## src/rtl/wmf_pkg.sv

```systemverilog
// Package for the window median filter: sizes, register indexes and the
// small compare functions shared by the column cells and the top level.
// No dependencies.
`default_nettype none
package wmf_pkg;
    localparam int PIX_W    = 16;
    localparam int CFG_W    = 11;
    localparam int COL_W    = 10;
    localparam int ROW_W    = 11;
    localparam int POS_W    = 21;
    localparam int SLOT_W   = 2;
    localparam int ADDR_W   = SLOT_W + COL_W;
    localparam int MAX_COLS = 1024;
    localparam int MAX_ROWS = 1024;
    localparam int IDX_W    = 2;

    localparam logic [IDX_W-1:0] REG_WIDTH  = 2'd0;
    localparam logic [IDX_W-1:0] REG_HEIGHT = 2'd1;

    typedef logic signed [PIX_W-1:0] pix_t;

    typedef struct packed {
        pix_t hi;
        pix_t md;
        pix_t lo;
    } col_t;

    typedef struct packed {
        logic prod;
        logic last;
        logic lmask;
        logic rmask;
    } flags_t;

    function automatic pix_t max2(input pix_t a, input pix_t b);
        return (a > b) ? a : b;
    endfunction

    function automatic pix_t min2(input pix_t a, input pix_t b);
        return (a < b) ? a : b;
    endfunction

    function automatic pix_t med3(input pix_t a, input pix_t b, input pix_t c);
        return max2(min2(a, b), min2(max2(a, b), c));
    endfunction

    function automatic col_t sort3(input pix_t a, input pix_t b, input pix_t c);
        col_t r;
        r.lo = min2(min2(a, b), c);
        r.hi = max2(max2(a, b), c);
        r.md = med3(a, b, c);
        return r;
    endfunction
endpackage
`default_nettype wire

```

## src/rtl/wmf_cell.sv

```systemverilog
// One column cell of the window: sorts the column it takes in and holds it.
// Depends on wmf_pkg.
`default_nettype none
module wmf_cell import wmf_pkg::*; (
    input  wire logic aclk,
    input  wire logic shift,
    input  wire col_t col_in,
    output col_t      col_out
);
    col_t col_reg;

    always_ff @(posedge aclk) begin
        if (shift) begin
            col_reg <= sort3(col_in.hi, col_in.md, col_in.lo);
        end
    end

    assign col_out = col_reg;
endmodule
`default_nettype wire

```

## config.mk

```make
export PLATFORM = sky130hd
export DESIGN_NAME = wmf_cell
export DESIGN_NICKNAME = d
export VERILOG_FILES = /design/src/rtl/wmf_pkg.sv /design/src/rtl/wmf_cell.sv
export SDC_FILE = /design/constraint.sdc
export NUM_CORES = 1
export LEC_CHECK = 0
export ABC_AREA = 1
export BUFFER_PORTS_ARGS = -buffer_cell sky130_fd_sc_hd__buf_2
export CORE_ASPECT_RATIO = 1.1
export CORE_MARGIN = 2
export CORE_UTILIZATION = 50
export CTS_CLUSTER_SIZE = 12
export DETAILED_ROUTE_END_ITERATION = 7
export PLACE_DENSITY = 0.8
export RECOVER_POWER = 100
export SYNTH_ARGS = -nofsm -noshare
export SYNTH_HDL_FRONTEND = slang
export SYNTH_SLANG_ARGS = --single-unit
```

## constraint.sdc

```tcl
create_clock -name aclk -period 5.55 [get_ports aclk]
set_clock_uncertainty 0.05 [all_clocks]
set_input_delay 1.11 -clock aclk [delete_from_list [all_inputs] [get_ports aclk]]
set_output_delay 1.11 -clock aclk [all_outputs]
set_load 0.01 [all_outputs]
```

Word level (Yosys, flattened, before mapping)

Index checks and enable logic that the tools add are counted.

Register bits: 48
Bits of input ports: 50
Output and inout bits: 48
Word-level logic and storage cells: 15

$lt $le $gt $ge: 6
Mux-type cells: 6

Operator list:

| kind                        | number |
|---|---|
| two-way mux 16 bit          | 6 |
| > comparator 16 bit         | 3 |
| less-than comparator 16 bit | 3 |

Longest topological paths before layout

Word-level depth: 6
Gate-level depth with buffers: 41
Mapped depth without buffers: 39

Least setup slack after synthesis

No wires, ideal clock.

Path type: input port to flip-flop
Start: input col_in[31] (netlist name)
End: register col_reg, in the netlist col_out[21] (data pin)
Setup slack: -456 ps
Stages: 33
Data required time: 5,233 ps
Buffers on the path: 3
Data arrival time: 5,689 ps
Library setup time: 267 ps
Path through: inv_1 > ha_1 > a21oi_1 > o21ai_1 > a21oi_2 > nand2_2 > nand2_2 > nand2_1 > a31o_2 > buf_2 > a21oi_2 > ha_1 > a21oi_1 > nor2_1 > a211oi_1 > o221a_2 > nand2_1 > xor2_1 > clkbuf_1 > a21oi_1 > ha_1 > inv_1 > nor2_1 > nor2_1 > o21a_1 > o211ai_1 > nand2_1 > o2111ai_1 > xnor2_1 > nand2_1 > clkbuf_1 > nor2_1 > a21oi_1

Word-level cells in the longest chain between the ends: 6
Elaborated cells on any way between the ends: 8
Those cells by class: 4 x order compare; 4 x mux

Ends and longest elaborated chain:

| element                     | line           | source |
|---|---|---|
| start: declaration          | wmf_cell.sv:7  | `input wire col_t col_in,` |
| > comparator 16 bit         | wmf_pkg.sv:36  | `return (a > b) ? a : b;` |
| two-way mux 16 bit          | wmf_pkg.sv:36  |  |
| less-than comparator 16 bit | wmf_pkg.sv:40  | `return (a < b) ? a : b;` |
| two-way mux 16 bit          | wmf_pkg.sv:40  |  |
| > comparator 16 bit         | wmf_pkg.sv:36  |  |
| two-way mux 16 bit (*)      | wmf_pkg.sv:36  |  |
| end signal: assignment      | wmf_cell.sv:14 | `col_reg <= sort3(col_in.hi, col_in.md, col_in.lo);` |
| end: declaration            | wmf_cell.sv:10 | `col_t col_reg;` |

Every way passes the cells marked *; elsewhere a longest branch is shown, timed or not.
A chain may end at the register's enable or synchronous reset.

Worst setup path in the final report

Start: input col_in[18] (netlist name)
End: register col_reg, in the netlist col_out[28] (data pin)

The elaborated chain is that of the path after synthesis.

==> impl_metrics.toml <==
[outcome]
status = "finished with violations"
failed_checks = "max-capacitance violations, max-slew violations, negative setup slack"

[layout]
nets = 828
fillers = 565
largest_reg_flops = 48
multiInputGateArea_mm2 = 0.00295
layout-drive-gt1-share = 0.389
syn2layout_area_growth_pct = 48.9
layoutNonFillerInstCount = 823
diodes = 0
regArea_mm2 = 0.00144

[synth]
netlist_area_mm2 = 0.00418
yosysSeqAreaShare = 0.345
syn-instance-count = 514
synth_seq_cells = 48
synth.largest_area_cell = "edfxtp_1"
ys_warn_count = 0
ys_top_cells_by_area = "edfxtp_1, ha_1, nand2_1"
post-synth-top-area-fraction = 0.345
syn-num-nets = 627
ys_types = 30
postSynthAreaPerCell_um2 = 8.13

[setup_path]
cpMaxStageDelayCell = "ha_1"
crit_path_end_kind = "register"
worstPathRequired_ns = 5.56
crit_path_start_kind = "input port"
cp_max_fo = 16
critPathKind = "in -> reg"
max_stage_delay_ns = 0.30
worst_path_most_repeated_cell = "nand2_1"
critical_path_arrival_ns = 6.09

[sta]
rsz0062_at_grt = "yes"
final-hold-violation-count = 0
final.period_utilization = 1.09
fin_crit_ns = 6.08
clock.fmax_mhz = 165
tightest_slew_ns = 2.46
drv_slew = 49
timing.final.ws_setup_ns = -0.526
hold_ws_ns = 1.08
slew_headroom = -0.642
finalSetupViolations = 16

[route]
vias = 4636
vias_per_cell = 5.63
route.detailed.drc = 0
drt-initial-drc-count = 500
ant_nets = 0
wl_per_cell_um = 16.1
totalWireLength_mm = 13.2
firstDrtPassIters = 5

[pwr]
switching_share = 0.427
clkPwrFrac = 0.107
seqPwrFrac = 0.233
power_mw = 2.71
power_frac_comb = 0.660
powerDensity_mw_per_mm2 = 436
p_int_mw = 1.56
p_leak_nw = 2.85
ir_worst_vdd_mv = 0.221
p_switching_mw = 1.16

[min_path]
min_path_type = "in -> reg"

[die]
die_width_um = 91.1
rows = 34
core-area_mm2 = 0.00800
die_area_mm2 = 0.00910
fp.dieH_um = 99.9
num_io_pins = 98
initial_utilization = 0.522

[clocking]
root_buffer = "clkbuf_8"
cts.clk_slew.worst_paths_ns = 0.09
cts_tree = "done"
clock_path_buffers = 2
cts_buffers = 5
cts_sinks = 48
cts_max_level = 2

[placement]
port_buffers = 97
dp_hpwl_mm = 9.14
gp_congestion = 0.907
place_inst = 799

[global_routing]
gr-total-overflow = 0
antenna_found_initial = 0
grt_pass1_vias = 4227
globalRouteTotalUtil = 0.255
grt_max_degree = 49
grt_pass1_wl_mm = 19.0

[job]
drv_cap = 1
[placed cells by master (no fill, tap or decap), types with 3 or more instances in the layout]
cell	n
buf_2	46
o21ai_0	33
clkbuf_1	49
buf_4	107
nand2_4	6
nor3_1	3
nand3_2	5
nand3_1	39
nand2_1	88
o21a_1	3
a21oi_2	25
inv_2	6
inv_1	39
buf_12	3
buf_6	5
nor2_2	15
edfxtp_1	48
clkbuf_8	5
nand4_1	3
ha_4	13
a21oi_4	7
a21oi_1	40
nand2_2	9
nor2_4	8
ha_1	50
nor2_1	36
[cells by family after synthesis]
family,after synthesis,synth area share
compound gates,119,0.166
xor+xnor,2,0.00419
fa+ha+maj,63,0.189
buf+inv,66,0.0689
flops,48,0.345
simple gates,216,0.227
[synth_stat cells]
master,instances
ha_1,63
o21a_1,3
a21o_1,1
nand3_1,41
o21ai_1,1
nor3_4,1
o2111ai_1,1
a211oi_1,3
xor2_1,1
xnor2_1,1
nor3_1,5
nand3_2,4
edfxtp_1,48
o211ai_1,1
inv_1,47
o221a_2,1
nand2_1,95
buf_6,4
nand4_1,3
nor2_1,59
o221ai_1,1
a21oi_2,16
clkbuf_1,9
buf_4,1
a21oi_1,56
o21ai_0,34
nand2_4,3
buf_2,5
nand2_2,5
a31o_2,1
[path summary, 6_finish.rpt]
| check | from | endpoint | depth (start not counted) |
|---|---|---|---|
| min | col_in[2] | col_out[2] | 3 |
| max | col_in[18] | col_out[28] | 42 |
[cell type report]
type | count | area share
tap | 108 | 0.0217
clock inverter | 2 | 0.00966
clock buffer | 5 | 0.0111
multi-input combinational | 401 | 0.474
inverter | 47 | 0.0296
sequential | 48 | 0.232
timing repair buffer | 212 | 0.222
[what timing repair did]
| item | 4_1_cts | 5_1_grt |
|---|---|---|
| pin swaps | 9 | 15 |
| resized for setup | 10 | 63 |
| gates cloned | 1 | 3 |
| buffers inserted | 5 | 8 |
| hold buffers | 0 | 0 |
| setup endpoints to repair | 16 | 16 |
[critical path, delay by kind of cell]
kind | cells | cell delay, ns
xor gates and xnor gates | 2 | 0.39
and+or+nand+nor | 20 | 1.68
AOI/OAI and AO/OA | 9 | 1.34
buffers and inverters | 8 | 0.77
adders and majority gates | 3 | 0.75
[layer usage]
layer | part of all wire | global-route usage | routed length, um
met2 | 0.49 | 0.435 | 6470
met5 | 0 | 0 | 0
met3 | 0.074 | 0.0285 | 983
met4 | 0.033 | 0.0897 | 435
met1 | 0.40 | 0.339 | 5320
[through the flow]
step	util	TNS (ns)	setup WS (ns)	area, um^2
4_1_cts	0.736	-5.43	-0.366	5890
6_report	0.778	-7.37	-0.526	6220
3_5_place_dp	0.707	-12.74	-0.815	5660
5_1_grt	0.778	-11.34	-0.759	6220
2_1_floorplan	-	-1.53	-0.105	4440
3_3_place_gp	0.707	-9.09	-0.583	5660
[power by group through the flow]
stage	sequential, mW	combinational (mW)	clock [mW]
after floorplan	0.708	0.827	0
after global placement	0.633	1.34	0
after detailed placement	0.635	1.40	0
after CTS	0.627	1.45	0.288
after global routing	0.641	1.92	0.301
final	0.632	1.79	0.290
(Power assumes the default switching activity.)
